`config.mk`:
```
export PLATFORM = sky130hd
export DESIGN_NAME = source_text_tokenizer
export DESIGN_NICKNAME = d
export VERILOG_FILES = /design/src/rtl/stt_pkg.sv /design/src/rtl/stt_step.sv /design/src/rtl/source_text_tokenizer.sv
export SDC_FILE = /design/constraint.sdc
export NUM_CORES = 1
export LEC_CHECK = 0
export ABC_AREA = 0
export BUFFER_PORTS_ARGS = -buffer_cell sky130_fd_sc_hd__buf_2
export CAP_MARGIN = 20
export CORE_MARGIN = 4
export CORE_UTILIZATION = 50
export DETAILED_ROUTE_END_ITERATION = 6
export PLACE_DENSITY = 0.72
export SLEW_MARGIN = 20
export SYNTH_ARGS = -nofsm -noshare
export SYNTH_HDL_FRONTEND = slang
export SYNTH_SLANG_ARGS = --single-unit
```
`constraint.sdc`:
```
create_clock -name clk -period 40.7 [get_ports clk]
set_input_delay 6.105 -clock clk [delete_from_list [all_inputs] [get_ports clk]]
set_output_delay 6.105 -clock clk [all_outputs]
set_load 0.005 [all_outputs]
```
`src/rtl/stt_pkg.sv`:
```
// shared types, constants and helper functions for the source text tokenizer
package stt_pkg;

    localparam int HOLD_BYTES  = 6;
    localparam int LINE_BITS   = 24;
    localparam int ACC_W       = 32;
    localparam int MAX_RESULTS = 8;
    localparam int RES_IDX_W   = $clog2(MAX_RESULTS);
    localparam int RES_CNT_W   = RES_IDX_W + 1;
    localparam int HOLD_CNT_W  = $clog2(HOLD_BYTES + 1);

    // scanner modes
    typedef enum logic [2:0] {
        MODE_IDLE,
        MODE_IDENT,
        MODE_NUMBER,
        MODE_OPER,
        MODE_STRING,
        MODE_ESCAPE,
        MODE_COMMENT,
        MODE_ERROR
    } scan_mode_t;

    typedef enum logic [1:0] {
        BASE_DEC,
        BASE_BIN,
        BASE_OCT,
        BASE_HEX
    } num_base_t;

    // event codes
    localparam logic [1:0] EV_TEXT  = 2'd0;
    localparam logic [1:0] EV_DONE  = 2'd1;
    localparam logic [1:0] EV_ERROR = 2'd2;

    // token kinds
    localparam logic [2:0] KIND_KEYWORD = 3'd0;
    localparam logic [2:0] KIND_IDENT   = 3'd1;
    localparam logic [2:0] KIND_INT     = 3'd2;
    localparam logic [2:0] KIND_PUNCT   = 3'd3;
    localparam logic [2:0] KIND_OPER    = 3'd4;
    localparam logic [2:0] KIND_STRING  = 3'd5;
    localparam logic [2:0] KIND_END     = 3'd6;

    // keyword ids
    localparam logic [1:0] KW_NONE   = 2'd0;
    localparam logic [1:0] KW_FN     = 2'd1;
    localparam logic [1:0] KW_RETURN = 2'd2;

    // error codes
    localparam logic [1:0] ERR_NONE       = 2'd0;
    localparam logic [1:0] ERR_BAD_INT    = 2'd0;
    localparam logic [1:0] ERR_BAD_ESCAPE = 2'd1;
    localparam logic [1:0] ERR_UNCLOSED   = 2'd2;
    localparam logic [1:0] ERR_BAD_CHAR   = 2'd3;

    localparam logic [7:0]       BYTE_NONE = 8'h00;
    localparam logic [ACC_W-1:0] VAL_NONE  = '0;

    // characters
    localparam logic [7:0] CH_NL     = 8'h0a;
    localparam logic [7:0] CH_TAB    = 8'h09;
    localparam logic [7:0] CH_SPACE  = 8'h20;
    localparam logic [7:0] CH_QUOTE  = 8'h22;
    localparam logic [7:0] CH_HASH   = 8'h23;
    localparam logic [7:0] CH_BSLASH = 8'h5c;
    localparam logic [7:0] CH_USCORE = 8'h5f;
    localparam logic [7:0] CH_0      = 8'h30;
    localparam logic [7:0] CH_9      = 8'h39;
    localparam logic [7:0] CH_UP_A   = 8'h41;
    localparam logic [7:0] CH_UP_F   = 8'h46;
    localparam logic [7:0] CH_UP_Z   = 8'h5a;
    localparam logic [7:0] CH_A      = 8'h61;
    localparam logic [7:0] CH_B      = 8'h62;
    localparam logic [7:0] CH_E      = 8'h65;
    localparam logic [7:0] CH_F      = 8'h66;
    localparam logic [7:0] CH_N      = 8'h6e;
    localparam logic [7:0] CH_O      = 8'h6f;
    localparam logic [7:0] CH_R      = 8'h72;
    localparam logic [7:0] CH_T      = 8'h74;
    localparam logic [7:0] CH_U      = 8'h75;
    localparam logic [7:0] CH_X      = 8'h78;
    localparam logic [7:0] CH_Z      = 8'h7a;

    localparam logic [HOLD_CNT_W-1:0] KW_FN_LEN  = HOLD_CNT_W'(2);
    localparam logic [HOLD_CNT_W-1:0] KW_RET_LEN = HOLD_CNT_W'(6);

    typedef struct packed {
        logic [7:0] char_in;
        logic       end_of_source;
    } in_item_t;

    typedef struct packed {
        logic [1:0]           event_res;
        logic [2:0]           token_kind;
        logic [1:0]           keyword_id;
        logic [7:0]           text_byte;
        logic [ACC_W-1:0]     int_value;
        logic [LINE_BITS-1:0] line_number;
        logic [1:0]           error_code;
        logic                 last_of_run;
    } out_item_t;

    // scanner state; held identifier bytes are always a keyword prefix,
    // so only the keyword choice and the count are kept
    typedef struct packed {
        scan_mode_t            mode;
        logic                  hold_is_ret;
        logic [HOLD_CNT_W-1:0] hold_cnt;
        logic [ACC_W-1:0]      acc;
        num_base_t             base;
        logic                  first_digit;
        logic [LINE_BITS-1:0]  line;
    } scan_state_t;

    typedef struct packed {
        out_item_t [MAX_RESULTS-1:0] items;
        logic [RES_CNT_W-1:0]        cnt;
    } burst_t;

    localparam scan_state_t STATE_RESET = '{
        mode:        MODE_IDLE,
        hold_is_ret: 1'b0,
        hold_cnt:    '0,
        acc:         '0,
        base:        BASE_DEC,
        first_digit: 1'b0,
        line:        LINE_BITS'(1)
    };

    function automatic logic is_ident_start(input logic [7:0] c);
        return (c >= CH_A && c <= CH_Z) || (c >= CH_UP_A && c <= CH_UP_Z) || c == CH_USCORE;
    endfunction

    function automatic logic is_decimal(input logic [7:0] c);
        return c >= CH_0 && c <= CH_9;
    endfunction

    function automatic logic is_punct(input logic [7:0] c);
        return c == 8'h28 || c == 8'h29 || c == 8'h7b || c == 8'h7d ||
               c == 8'h5b || c == 8'h5d || c == 8'h3b || c == 8'h2c;
    endfunction

    function automatic logic is_oper(input logic [7:0] c);
        return c == 8'h2b || c == 8'h2d || c == 8'h2a || c == 8'h2f || c == 8'h25 ||
               c == 8'h3d || c == 8'h21 || c == 8'h3c || c == 8'h3e;
    endfunction

    // byte idx of "fn" or "return"
    function automatic logic [7:0] kw_byte(input logic is_ret,
                                           input logic [HOLD_CNT_W-1:0] idx);
        logic [7:0] b;
        if (!is_ret) begin
            b = (idx == '0) ? CH_F : CH_N;
        end
        else begin
            unique case (idx)
                HOLD_CNT_W'(0): b = CH_R;
                HOLD_CNT_W'(1): b = CH_E;
                HOLD_CNT_W'(2): b = CH_T;
                HOLD_CNT_W'(3): b = CH_U;
                HOLD_CNT_W'(4): b = CH_R;
                default:        b = CH_N;
            endcase
        end
        return b;
    endfunction

    // does byte c keep the held bytes a keyword prefix
    function automatic logic kw_extends(input logic is_ret,
                                        input logic [HOLD_CNT_W-1:0] cnt,
                                        input logic [7:0] c);
        logic ok;
        ok = 1'b0;
        if (cnt < HOLD_CNT_W'(HOLD_BYTES)) begin
            if (!is_ret) begin
                ok = (cnt == HOLD_CNT_W'(1)) && (c == CH_N);
            end
            else begin
                ok = (cnt < KW_RET_LEN) && (c == kw_byte(1'b1, cnt));
            end
        end
        return ok;
    endfunction

    // digit value, 16 when not a digit
    function automatic logic [4:0] digit_value(input logic [7:0] c);
        logic [4:0] d;
        if (is_decimal(c)) begin
            d = 5'(c - CH_0);
        end
        else if (c >= CH_A && c <= CH_F) begin
            d = 5'(c - CH_A) + 5'd10;
        end
        else if (c >= CH_UP_A && c <= CH_UP_F) begin
            d = 5'(c - CH_UP_A) + 5'd10;
        end
        else begin
            d = 5'd16;
        end
        return d;
    endfunction

    function automatic logic digit_fits(input num_base_t base, input logic [4:0] d);
        logic ok;
        unique case (base)
            BASE_DEC: ok = d < 5'd10;
            BASE_BIN: ok = d < 5'd2;
            BASE_OCT: ok = d < 5'd8;
            BASE_HEX: ok = d < 5'd16;
        endcase
        return ok;
    endfunction

    // acc * radix + d, wrapping
    function automatic logic [ACC_W-1:0] next_acc(input logic [ACC_W-1:0] acc,
                                                  input num_base_t base,
                                                  input logic [4:0] d);
        logic [ACC_W-1:0] scaled;
        unique case (base)
            BASE_DEC: scaled = (acc << 3) + (acc << 1);
            BASE_BIN: scaled = acc << 1;
            BASE_OCT: scaled = acc << 3;
            BASE_HEX: scaled = acc << 4;
        endcase
        return scaled + ACC_W'(d);
    endfunction

    function automatic logic [LINE_BITS-1:0] line_bump(input logic [LINE_BITS-1:0] line);
        return (line == '1) ? line : line + 1'b1;
    endfunction

    function automatic logic [RES_CNT_W-1:0] hold_to_cnt(input logic [HOLD_CNT_W-1:0] h);
        return RES_CNT_W'(h);
    endfunction

    function automatic out_item_t make_item(input logic [1:0] ev,
                                            input logic [2:0] kind,
                                            input logic [1:0] kw,
                                            input logic [7:0] b,
                                            input logic [ACC_W-1:0] val,
                                            input logic [1:0] err,
                                            input logic [LINE_BITS-1:0] line);
        out_item_t r;
        r.event_res   = ev;
        r.token_kind  = kind;
        r.keyword_id  = kw;
        r.text_byte   = b;
        r.int_value   = val;
        r.line_number = line;
        r.error_code  = err;
        r.last_of_run = 1'b0;
        return r;
    endfunction

endpackage

```
`src/rtl/stt_step.sv`:
```
// one scanner step: results of one input beat and the next scanner state
module stt_step (
    input  stt_pkg::scan_state_t st,
    input  stt_pkg::in_item_t    item,
    output stt_pkg::scan_state_t st_next,
    output stt_pkg::burst_t      burst
);

    stt_pkg::out_item_t [stt_pkg::MAX_RESULTS-1:0] items;
    logic [stt_pkg::RES_CNT_W-1:0] n;
    logic [7:0] c;
    logic [4:0] dval;
    logic       do_close;
    logic       do_idle;
    stt_pkg::scan_state_t nxt;

    always_comb
    begin
        nxt      = st;
        items    = '0;
        n        = '0;
        do_close = 1'b0;
        do_idle  = 1'b0;
        c        = item.char_in;
        dval     = stt_pkg::digit_value(c);

        if (item.end_of_source)
        begin
            unique case (st.mode)
                stt_pkg::MODE_STRING:
                begin
                    items[n[stt_pkg::RES_IDX_W-1:0]] = stt_pkg::make_item(stt_pkg::EV_ERROR,
                        stt_pkg::KIND_KEYWORD, stt_pkg::KW_NONE, stt_pkg::BYTE_NONE,
                        stt_pkg::VAL_NONE, stt_pkg::ERR_UNCLOSED, st.line);
                    n = n + 1'b1;
                end
                stt_pkg::MODE_ESCAPE:
                begin
                    items[n[stt_pkg::RES_IDX_W-1:0]] = stt_pkg::make_item(stt_pkg::EV_ERROR,
                        stt_pkg::KIND_KEYWORD, stt_pkg::KW_NONE, stt_pkg::BYTE_NONE,
                        stt_pkg::VAL_NONE, stt_pkg::ERR_BAD_ESCAPE, st.line);
                    n = n + 1'b1;
                end
                stt_pkg::MODE_IDENT, stt_pkg::MODE_NUMBER, stt_pkg::MODE_OPER:
                    do_close = 1'b1;
                default: ;
            endcase
        end
        else
        begin
            unique case (st.mode)
                stt_pkg::MODE_ERROR:
                begin
                    if (c == stt_pkg::CH_NL)
                        nxt.line = stt_pkg::line_bump(st.line);
                end
                stt_pkg::MODE_COMMENT:
                begin
                    if (c == stt_pkg::CH_NL)
                    begin
                        nxt.line = stt_pkg::line_bump(st.line);
                        nxt.mode = stt_pkg::MODE_IDLE;
                    end
                end
                stt_pkg::MODE_STRING:
                begin
                    if (c == stt_pkg::CH_BSLASH)
                    begin
                        nxt.mode = stt_pkg::MODE_ESCAPE;
                    end
                    else if (c == stt_pkg::CH_NL)
                    begin
                        items[n[stt_pkg::RES_IDX_W-1:0]] = stt_pkg::make_item(stt_pkg::EV_ERROR,
                            stt_pkg::KIND_KEYWORD, stt_pkg::KW_NONE, c,
                            stt_pkg::VAL_NONE, stt_pkg::ERR_UNCLOSED, st.line);
                        n = n + 1'b1;
                        nxt.mode = stt_pkg::MODE_ERROR;
                        nxt.line = stt_pkg::line_bump(st.line);
                    end
                    else if (c == stt_pkg::CH_QUOTE)
                    begin
                        items[n[stt_pkg::RES_IDX_W-1:0]] = stt_pkg::make_item(stt_pkg::EV_DONE,
                            stt_pkg::KIND_STRING, stt_pkg::KW_NONE, stt_pkg::BYTE_NONE,
                            stt_pkg::VAL_NONE, stt_pkg::ERR_NONE, st.line);
                        n = n + 1'b1;
                        nxt.mode = stt_pkg::MODE_IDLE;
                    end
                    else
                    begin
                        items[n[stt_pkg::RES_IDX_W-1:0]] = stt_pkg::make_item(stt_pkg::EV_TEXT,
                            stt_pkg::KIND_STRING, stt_pkg::KW_NONE, c,
                            stt_pkg::VAL_NONE, stt_pkg::ERR_NONE, st.line);
                        n = n + 1'b1;
                    end
                end
                stt_pkg::MODE_ESCAPE:
                begin
                    if (c == stt_pkg::CH_N || c == stt_pkg::CH_T ||
                        c == stt_pkg::CH_BSLASH || c == stt_pkg::CH_QUOTE)
                    begin
                        items[n[stt_pkg::RES_IDX_W-1:0]] = stt_pkg::make_item(stt_pkg::EV_TEXT,
                            stt_pkg::KIND_STRING, stt_pkg::KW_NONE,
                            (c == stt_pkg::CH_N) ? stt_pkg::CH_NL :
                            (c == stt_pkg::CH_T) ? stt_pkg::CH_TAB : c,
                            stt_pkg::VAL_NONE, stt_pkg::ERR_NONE, st.line);
                        n = n + 1'b1;
                        nxt.mode = stt_pkg::MODE_STRING;
                    end
                    else
                    begin
                        items[n[stt_pkg::RES_IDX_W-1:0]] = stt_pkg::make_item(stt_pkg::EV_ERROR,
                            stt_pkg::KIND_KEYWORD, stt_pkg::KW_NONE, c,
                            stt_pkg::VAL_NONE, stt_pkg::ERR_BAD_ESCAPE, st.line);
                        n = n + 1'b1;
                        nxt.mode = stt_pkg::MODE_ERROR;
                        if (c == stt_pkg::CH_NL)
                            nxt.line = stt_pkg::line_bump(st.line);
                    end
                end
                stt_pkg::MODE_IDENT:
                begin
                    if (stt_pkg::is_ident_start(c) || stt_pkg::is_decimal(c))
                    begin
                        if (st.hold_cnt != '0 && stt_pkg::kw_extends(st.hold_is_ret, st.hold_cnt, c))
                        begin
                            nxt.hold_cnt = st.hold_cnt + 1'b1;
                        end
                        else
                        begin
                            // held prefix goes out first, from slot zero
                            for (int k = 0; k < stt_pkg::HOLD_BYTES; k++)
                            begin
                                if (k < stt_pkg::MAX_RESULTS && k < int'(st.hold_cnt))
                                    items[k] = stt_pkg::make_item(stt_pkg::EV_TEXT,
                                        stt_pkg::KIND_IDENT, stt_pkg::KW_NONE,
                                        stt_pkg::kw_byte(st.hold_is_ret,
                                                         stt_pkg::HOLD_CNT_W'(k)),
                                        stt_pkg::VAL_NONE, stt_pkg::ERR_NONE, st.line);
                            end
                            n = stt_pkg::hold_to_cnt(st.hold_cnt);
                            nxt.hold_cnt = '0;
                            items[n[stt_pkg::RES_IDX_W-1:0]] = stt_pkg::make_item(
                                stt_pkg::EV_TEXT, stt_pkg::KIND_IDENT, stt_pkg::KW_NONE, c,
                                stt_pkg::VAL_NONE, stt_pkg::ERR_NONE, st.line);
                            n = n + 1'b1;
                        end
                    end
                    else
                    begin
                        do_close = 1'b1;
                        do_idle  = 1'b1;
                    end
                end
                stt_pkg::MODE_NUMBER:
                begin
                    if (stt_pkg::is_ident_start(c) || stt_pkg::is_decimal(c))
                    begin
                        if (st.first_digit && st.acc == '0 && st.base == stt_pkg::BASE_DEC &&
                            (c == stt_pkg::CH_B || c == stt_pkg::CH_O || c == stt_pkg::CH_X))
                        begin
                            nxt.base = (c == stt_pkg::CH_B) ? stt_pkg::BASE_BIN :
                                       (c == stt_pkg::CH_O) ? stt_pkg::BASE_OCT :
                                                              stt_pkg::BASE_HEX;
                            nxt.first_digit = 1'b0;
                        end
                        else if (!stt_pkg::digit_fits(st.base, dval))
                        begin
                            items[n[stt_pkg::RES_IDX_W-1:0]] = stt_pkg::make_item(
                                stt_pkg::EV_ERROR, stt_pkg::KIND_KEYWORD, stt_pkg::KW_NONE, c,
                                stt_pkg::VAL_NONE, stt_pkg::ERR_BAD_INT, st.line);
                            n = n + 1'b1;
                            nxt.mode = stt_pkg::MODE_ERROR;
                        end
                        else
                        begin
                            nxt.acc = stt_pkg::next_acc(st.acc, st.base, dval);
                            nxt.first_digit = 1'b0;
                        end
                    end
                    else
                    begin
                        do_close = 1'b1;
                        do_idle  = 1'b1;
                    end
                end
                stt_pkg::MODE_OPER:
                begin
                    if (stt_pkg::is_oper(c))
                    begin
                        items[n[stt_pkg::RES_IDX_W-1:0]] = stt_pkg::make_item(stt_pkg::EV_TEXT,
                            stt_pkg::KIND_OPER, stt_pkg::KW_NONE, c,
                            stt_pkg::VAL_NONE, stt_pkg::ERR_NONE, st.line);
                        n = n + 1'b1;
                    end
                    else
                    begin
                        do_close = 1'b1;
                        do_idle  = 1'b1;
                    end
                end
                stt_pkg::MODE_IDLE:
                    do_idle = 1'b1;
            endcase
        end

        // finish the open token
        if (do_close)
        begin
            if (st.mode == stt_pkg::MODE_IDENT)
            begin
                if (!st.hold_is_ret && st.hold_cnt == stt_pkg::KW_FN_LEN)
                begin
                    items[n[stt_pkg::RES_IDX_W-1:0]] = stt_pkg::make_item(stt_pkg::EV_DONE,
                        stt_pkg::KIND_KEYWORD, stt_pkg::KW_FN, stt_pkg::BYTE_NONE,
                        stt_pkg::VAL_NONE, stt_pkg::ERR_NONE, st.line);
                    n = n + 1'b1;
                end
                else if (st.hold_is_ret && st.hold_cnt == stt_pkg::KW_RET_LEN)
                begin
                    items[n[stt_pkg::RES_IDX_W-1:0]] = stt_pkg::make_item(stt_pkg::EV_DONE,
                        stt_pkg::KIND_KEYWORD, stt_pkg::KW_RETURN, stt_pkg::BYTE_NONE,
                        stt_pkg::VAL_NONE, stt_pkg::ERR_NONE, st.line);
                    n = n + 1'b1;
                end
                else
                begin
                    for (int k = 0; k < stt_pkg::HOLD_BYTES; k++)
                    begin
                        if (k < stt_pkg::MAX_RESULTS && k < int'(st.hold_cnt))
                            items[k] = stt_pkg::make_item(stt_pkg::EV_TEXT,
                                stt_pkg::KIND_IDENT, stt_pkg::KW_NONE,
                                stt_pkg::kw_byte(st.hold_is_ret, stt_pkg::HOLD_CNT_W'(k)),
                                stt_pkg::VAL_NONE, stt_pkg::ERR_NONE, st.line);
                    end
                    n = stt_pkg::hold_to_cnt(st.hold_cnt);
                    items[n[stt_pkg::RES_IDX_W-1:0]] = stt_pkg::make_item(stt_pkg::EV_DONE,
                        stt_pkg::KIND_IDENT, stt_pkg::KW_NONE, stt_pkg::BYTE_NONE,
                        stt_pkg::VAL_NONE, stt_pkg::ERR_NONE, st.line);
                    n = n + 1'b1;
                end
            end
            else if (st.mode == stt_pkg::MODE_NUMBER)
            begin
                items[n[stt_pkg::RES_IDX_W-1:0]] = stt_pkg::make_item(stt_pkg::EV_DONE,
                    stt_pkg::KIND_INT, stt_pkg::KW_NONE, stt_pkg::BYTE_NONE,
                    st.acc, stt_pkg::ERR_NONE, st.line);
                n = n + 1'b1;
            end
            else
            begin
                items[n[stt_pkg::RES_IDX_W-1:0]] = stt_pkg::make_item(stt_pkg::EV_DONE,
                    stt_pkg::KIND_OPER, stt_pkg::KW_NONE, stt_pkg::BYTE_NONE,
                    stt_pkg::VAL_NONE, stt_pkg::ERR_NONE, st.line);
                n = n + 1'b1;
            end
            nxt.mode     = stt_pkg::MODE_IDLE;
            nxt.hold_cnt = '0;
        end

        // byte seen between tokens
        if (do_idle)
        begin
            nxt.mode = stt_pkg::MODE_IDLE;
            if (c == stt_pkg::CH_SPACE || c == stt_pkg::CH_TAB || c == stt_pkg::CH_NL)
            begin
                if (c == stt_pkg::CH_NL)
                    nxt.line = stt_pkg::line_bump(st.line);
            end
            else if (stt_pkg::is_ident_start(c))
            begin
                nxt.mode = stt_pkg::MODE_IDENT;
                nxt.hold_cnt = '0;
                if (c == stt_pkg::CH_F || c == stt_pkg::CH_R)
                begin
                    nxt.hold_cnt    = stt_pkg::HOLD_CNT_W'(1);
                    nxt.hold_is_ret = (c == stt_pkg::CH_R);
                end
                else
                begin
                    items[n[stt_pkg::RES_IDX_W-1:0]] = stt_pkg::make_item(stt_pkg::EV_TEXT,
                        stt_pkg::KIND_IDENT, stt_pkg::KW_NONE, c,
                        stt_pkg::VAL_NONE, stt_pkg::ERR_NONE, st.line);
                    n = n + 1'b1;
                end
            end
            else if (stt_pkg::is_decimal(c))
            begin
                nxt.mode        = stt_pkg::MODE_NUMBER;
                nxt.acc         = stt_pkg::next_acc('0, stt_pkg::BASE_DEC, dval);
                nxt.base        = stt_pkg::BASE_DEC;
                nxt.first_digit = 1'b1;
            end
            else if (stt_pkg::is_punct(c))
            begin
                items[n[stt_pkg::RES_IDX_W-1:0]] = stt_pkg::make_item(stt_pkg::EV_DONE,
                    stt_pkg::KIND_PUNCT, stt_pkg::KW_NONE, c,
                    stt_pkg::VAL_NONE, stt_pkg::ERR_NONE, st.line);
                n = n + 1'b1;
            end
            else if (stt_pkg::is_oper(c))
            begin
                nxt.mode = stt_pkg::MODE_OPER;
                items[n[stt_pkg::RES_IDX_W-1:0]] = stt_pkg::make_item(stt_pkg::EV_TEXT,
                    stt_pkg::KIND_OPER, stt_pkg::KW_NONE, c,
                    stt_pkg::VAL_NONE, stt_pkg::ERR_NONE, st.line);
                n = n + 1'b1;
            end
            else if (c == stt_pkg::CH_QUOTE)
            begin
                nxt.mode = stt_pkg::MODE_STRING;
            end
            else if (c == stt_pkg::CH_HASH)
            begin
                nxt.mode = stt_pkg::MODE_COMMENT;
            end
            else
            begin
                items[n[stt_pkg::RES_IDX_W-1:0]] = stt_pkg::make_item(stt_pkg::EV_ERROR,
                    stt_pkg::KIND_KEYWORD, stt_pkg::KW_NONE, c,
                    stt_pkg::VAL_NONE, stt_pkg::ERR_BAD_CHAR, st.line);
                n = n + 1'b1;
                nxt.mode = stt_pkg::MODE_ERROR;
            end
        end

        // end mark always closes with an end token and a fresh state
        if (item.end_of_source)
        begin
            items[n[stt_pkg::RES_IDX_W-1:0]] = stt_pkg::make_item(stt_pkg::EV_DONE,
                stt_pkg::KIND_END, stt_pkg::KW_NONE, stt_pkg::BYTE_NONE,
                stt_pkg::VAL_NONE, stt_pkg::ERR_NONE, st.line);
            n = n + 1'b1;
            nxt = stt_pkg::STATE_RESET;
        end
    end

    assign st_next     = nxt;
    assign burst.items = items;
    assign burst.cnt   = n;

endmodule

```
`src/rtl/source_text_tokenizer.sv`:
```
// top level of the source text tokenizer: input register, scanner step, result burst buffer
// path: an accepted beat waits in the input register until the burst buffer is free, then
//   it is scanned and its results are registered in the burst buffer
// throughput: one input beat per cycle while each beat yields at most one result and
//   out_stall is low; a beat's k results hold the buffer until taken, one per unstalled cycle
// reset: asynchronous, clears the input valid flag, burst count, read index and scanner state
module source_text_tokenizer (
    input  logic               clk,
    input  logic               rst_n,
    input  logic               in_valid,
    output logic               in_stall,
    input  stt_pkg::in_item_t  in_data,
    output logic               out_valid,
    input  logic               out_stall,
    output stt_pkg::out_item_t out_data
);

    // input register
    logic                 in_vld_reg;
    logic                 in_vld_next;
    stt_pkg::in_item_t    in_item_reg;

    // scanner state, updated once per consumed beat
    stt_pkg::scan_state_t state_reg;
    stt_pkg::scan_state_t state_next;

    // burst buffer: every result of one beat, drained one per cycle while out_stall is low
    stt_pkg::out_item_t [stt_pkg::MAX_RESULTS-1:0] items_reg;
    logic [stt_pkg::RES_CNT_W-1:0] cnt_reg;
    logic [stt_pkg::RES_CNT_W-1:0] cnt_next;
    logic [stt_pkg::RES_IDX_W-1:0] rd_reg;
    logic [stt_pkg::RES_IDX_W-1:0] rd_next;

    stt_pkg::burst_t               burst;
    logic [stt_pkg::RES_CNT_W-1:0] rd_ext;
    logic [stt_pkg::RES_CNT_W-1:0] last_idx;
    logic                          at_last;
    logic                          pop;
    logic                          buf_free;
    logic                          consume;
    logic                          take_in;

    stt_step u_step (
        .st      (state_reg),
        .item    (in_item_reg),
        .st_next (state_next),
        .burst   (burst)
    );

    assign rd_ext   = {1'b0, rd_reg};
    assign last_idx = cnt_reg - 1'b1;
    assign at_last  = (rd_ext == last_idx);

    // a result beat leaves the buffer
    assign pop      = (cnt_reg != '0) && !out_stall;
    // buffer can take the next burst at this edge: empty or giving up its last entry
    assign buf_free = (cnt_reg == '0) || (pop && at_last);
    assign consume  = in_vld_reg && buf_free;

    // input register holds its beat until the scanner takes it
    assign in_stall = in_vld_reg && !buf_free;
    assign take_in  = in_valid && !in_stall;

    always_comb
    begin
        in_vld_next = in_vld_reg;
        if (take_in)
            in_vld_next = 1'b1;
        else if (consume)
            in_vld_next = 1'b0;
    end

    always_comb
    begin
        cnt_next = cnt_reg;
        rd_next  = rd_reg;
        if (consume)
        begin
            // beats with no result leave the buffer empty
            cnt_next = burst.cnt;
            rd_next  = '0;
        end
        else if (pop)
        begin
            if (at_last)
            begin
                cnt_next = '0;
                rd_next  = '0;
            end
            else
            begin
                rd_next = rd_reg + 1'b1;
            end
        end
    end

    always_ff @(posedge clk or negedge rst_n)
    begin
        if (!rst_n)
        begin
            in_vld_reg <= 1'b0;
            cnt_reg    <= '0;
            rd_reg     <= '0;
            state_reg  <= stt_pkg::STATE_RESET;
        end
        else
        begin
            in_vld_reg <= in_vld_next;
            cnt_reg    <= cnt_next;
            rd_reg     <= rd_next;
            if (consume)
                state_reg <= state_next;
        end
    end

    // payload registers, no reset
    always_ff @(posedge clk)
    begin
        if (take_in)
            in_item_reg <= in_data;
        if (consume)
            items_reg <= burst.items;
    end

    // result beat straight from the buffer, last flag marks the end of the burst
    assign out_valid = (cnt_reg != '0);

    always_comb
    begin
        out_data             = items_reg[rd_reg];
        out_data.last_of_run = at_last;
    end

endmodule

```
Word-level counts from Yosys, hierarchy flattened
Cells that the tools add are included.

Bits in registers: 675. Input bits: 13. Output and inout port bits: 76. Word-level logic and storage cells: 479.

$add $sub $neg: 16. $lt $le $gt $ge: 28. Eq/ne operators: 55. Multiplexer cells: 229. Reduce and logical (&&, ||, !) cells: 75.

Operator list (count): 592-bit two-way mux (17); 592-bit bitwise mux (11); 74-bit two-way mux (66); 518-bit two-way mux (2); 74-bit demux with 3-bit select (4); 70-bit two-way mux (6); 74-bit one-hot mux with 5 select lines (1); 32-bit two-way mux (11); 74-bit binary-select mux with 3-bit select (1); 74-bit one-hot mux with 2 select lines (1); 24-bit two-way mux (6); 35-bit two-way mux (4); 66-bit two-way mux (2); 8-bit by 6-bit == test with 1-bit output (second input constant) (16); 32-bit one-hot mux with 4 select lines (1); 8-bit by 7-bit == test with 1-bit output (second input constant) (13); 4-bit two-way mux (25); 73-bit two-way mux (1); 72-bit two-way mux (1); 24-bit one-hot mux with 3 select lines (1); 32-bit by 5-bit adder with 32-bit output (2); 3-bit two-way mux (20); 8-bit two-way mux (7); 42-bit two-way mux (1); 60 further kinds (183).

Longest topological paths before layout
Word-level depth: 46. Mapped depth: 25.

Modules after synthesis
From an unflattened synthesis, not the netlist that was laid out.

Cells, all modules: 3366. Area, all modules: 39382.8 µm².

Modules (own cells, without submodules): source_text_tokenizer (times used 1, cells an instance 1451, area an instance 27342.5 µm²); stt_step (times used 1, cells an instance 1915, area an instance 12040.3 µm²).

Worst setup path after synthesis
OpenSTA, ideal clock, no wires.

Kind: input -> register. Start: input port out_stall. End: register state_reg[27] (netlist name). Library setup time: 906 ps. Data arrival time: 22838 ps. Required time: 39794 ps. Setup slack: 16956 ps. Stages on the path: 7. Cell sequence: a21oi_1 nand2_1 nand2_1 nand2_1 clkinv_1 clkbuf_1 a22oi_1.

Word-level cells in the longest chain between the ends: 5.

Ends and longest elaborated chain: from (decl) (line source_text_tokenizer.sv:14) `input logic out_stall,`; 1-bit zero test (line source_text_tokenizer.sv:55) `assign pop = (cnt_reg != '0) && !out_stall;`; 1-bit logical AND (line source_text_tokenizer.sv:55); 1-bit logical AND (line source_text_tokenizer.sv:57) `assign buf_free = (cnt_reg == '0) || (pop && at_last);`; 1-bit logical OR (line source_text_tokenizer.sv:57); 1-bit logical AND (line source_text_tokenizer.sv:58) `assign consume = in_vld_reg && buf_free;`; via consume (line source_text_tokenizer.sv:40) `logic consume;`; to (signal assigned) (line source_text_tokenizer.sv:104) `state_reg <= stt_pkg::STATE_RESET;`; to (signal assigned) (line source_text_tokenizer.sv:112) `state_reg <= state_next;`; to (decl) (line source_text_tokenizer.sv:24) `stt_pkg::scan_state_t state_reg;`.

The timed path passes the listed nets, and every way through them passes these cells. A chain may end at the register's enable or synchronous reset.

Final worst setup path
Start: input port out_stall. End: output port in_stall.

Word-level cells in the longest chain between the ends: 6.

Ends and longest elaborated chain: 1-bit zero test (line source_text_tokenizer.sv:55); 1-bit logical AND (line source_text_tokenizer.sv:55); 1-bit logical AND (line source_text_tokenizer.sv:57); 1-bit logical OR (line source_text_tokenizer.sv:57); 1-bit zero test (line source_text_tokenizer.sv:61) `assign in_stall = in_vld_reg && !buf_free;`; 1-bit logical AND (line source_text_tokenizer.sv:61); to (decl) (line source_text_tokenizer.sv:11) `output logic in_stall,`.

No other way between the ends.

==> out/metrics.cfg <==
[status]
status=finished, final reports clean

[timing]
fin_ws_ns=27.59
fmax_mhz=76.3
drv_slew=0
slew_headroom=0.269
period_share=0.322
grt_setup_unrepaired=no
worstMarginPinSlew_ns=1.10
clock_skew_ns=0.0254
final_hold_viol_count=0
post-route-min-period_ns=13.11
setup_viol=0
fin_setup_tns_ns=0

[final_layout]
final_area_mm2=0.0383
area_growth_pct=12.2
largest_register_ffs=570
drive_gt1_frac=0.180
num-nets-final=2970
final_cell_count_no_fill=3836

[drt]
avgViaCountPerCell=5.99
firstDrtPassIters=7
wirelength_um=81600
wl_per_cell_um=21.3
drt_drc_violations_left=0
drt_iter0_drc=2005
via_count=23000
drtAntennaViolNets=0

[placed_design]
place_ws_ns=27.63
place.detailed.hpwl_um=53100
portBuffers=88
place_congestion=0.946
numPlacedInstances=3710
place_area_mm2=0.0362

[synth]
syn_area_per_cell_um2=12.9
yosysWarnings=0
ys_seq_elements=653
synth_edf_count=579
synth_area_mm2=0.0342
synth.top_cells.by_area=edfxtp_1 (51%), mux4_2 (10%), dfrtp_1 (5.3%)
ys_async_sr_fraction=0.113
synth_cell_type_count=107
yosys.area.top_type=edfxtp_1
yosysSeqAreaShare=0.563
synth_top_area_frac=0.509
synthFlopType=edfxtp_1
synthCells=2656

[pwr]
p_total_mw=2.68
p_leak_nw=13.9
ir_drop_mv=0.0697
power_density_mw_per_mm2=70.0

[floorplan]
pin_count=89
die_h_um=269
fp.dieArea_mm2=0.0726
rows=95
die_w_um=269
core_mm2=0.0674
start_util=0.507

[setup_path]
arrival_ns=7.01
critPathMaxFanout=6
reg2reg_slack_ns=33.01
start_kind=primary input
cp-end-kind=output port
critPathKind=in -> out
cp.required_ns=34.59

[clock_network]
clkLatencyLatePin_ns=0.60
cts-resized-gates=0
htree_levels=3
path_clk_slew_ns=0.06
clock-sinks=653
postCtsSetupRepairBufs=0
cts_buffer_depth=3
cts_tree=done
cts-buffers-inserted=69
cts_root_buf=clkbuf_16
postCtsHoldBufs=0

[global_routing]
grt_use_total=0.222
grt_pass1_wl_um=129000
grt_max_degree=179
antenna_found_initial=2
grt_pass1_vias=23000
gr-total-overflow=0

[min_path]
hp-class=reg -> reg

[run]
maxCapViolCount=0

## worst max-delay path, stage by stage
cell and delay [ns]:
buf_2 0.11, a21oi_1 0.22, nand2_1 0.19, nand3_1 0.21
inv_1 0.05, buf_2 0.12
## power by group
part	switching (mW)	leakage (nW)	internal (mW)	total, mW
clock network	0.258	1.03	0.338	0.596
registers	0.106	6.54	1.09	1.20
logic	0.535	6.32	0.352	0.886
## cells by family (layout without fill, tap and decap cells)
kind of cell	after synthesis	after routing	synth area share
buffers and inverters	215	284	0.0264
AND/OR/NAND/NOR	890	890	0.139
other	1	239	0.000110
multiplexers	240	240	0.128
flip-flops	653	653	0.563
adder cells (fa/ha/maj)	49	49	0.0184
AO/OA/AOI/OAI	549	549	0.110
XOR/XNOR	59	59	0.0151
## cells in the mapped netlist, types with 9 or more instances
cell type,instances
nand2b_1,20
a22oi_1,10
nor4_1,19
o211ai_1,12
nand3_1,81
buf_1,21
a21o_1,31
buf_2,24
nor2b_1,70
nand4_1,19
or2_2,9
or3_1,20
a21oi_1,132
mux2_2,73
a22o_1,33
dfrtp_1,73
a31oi_1,20
and3_1,18
and2_1,174
o31ai_1,14
nor2b_2,18
a32o_1,9
inv_1,29
o21bai_1,15
nor3_1,59
xor2_1,25
xnor2_1,34
o21ai_0,110
mux2i_1,16
o21a_1,15
a211o_1,10
clkbuf_1,118
nand2_1,174
ha_1,47
nor2_1,163
mux4_2,151
a211oi_1,19
o22ai_1,14
edfxtp_1,579
## cells in the final DEF (no fill, tap or decap), drive strengths merged, types with 25 or more instances in the layout
master,n
dfrtp,73
xnor2,34
mux2,73
nand3,82
nand2,175
clkinv,27
ha,47
a22o,33
edfxtp,579
a21oi,135
o21ai,118
clkbuf,84
conb,238
mux4,151
nor3,63
inv,38
buf,124
xor2,25
nor2b,88
a21o,31
nor2,168
and2,175
## path summary, 6_finish.rpt
check | start | to | depth (start not counted)
hold / removal | cnt_reg[0] | cnt_reg[0] | 2
setup reg to reg | in_item_reg[1] | items_reg[10] | 18
max in group asynchronous | rst_n | state_reg[25] | 2
hold reg to reg | cnt_reg[0] | cnt_reg[0] | 2
setup / recovery | out_stall | in_stall | 6
min in group asynchronous | rst_n | rd_reg[1] | 1
## per-stage QoR
step | hold slack (ns) | utilization
finish | 0.525 | 0.569
global route | 0.545 | 0.569
CTS | 0.529 | 0.569
detailed placement | 0.516 | 0.537
global placement | 0.506 | 0.537
floorplan | 0.464 | -
## final cells by class
cell class	count	area, µm²
antenna	1	2.50
clock buffer	84	1850
clock inverter	41	298
fill	5423	29100
inverter	35	141
multi-input combinational	2025	15000
sequential	653	19300
tap	873	1090
timing repair buffer	124	738
## routing by layer
metal | global-route usage | wire (µm)
met4 | 0.0667 | 1900
met2 | 0.365 | 39600
met5 | 0 | 0
met1 | 0.310 | 35000
met3 | 0.0323 | 5100
No activity file was read; power rests on OpenSTA's default activity.
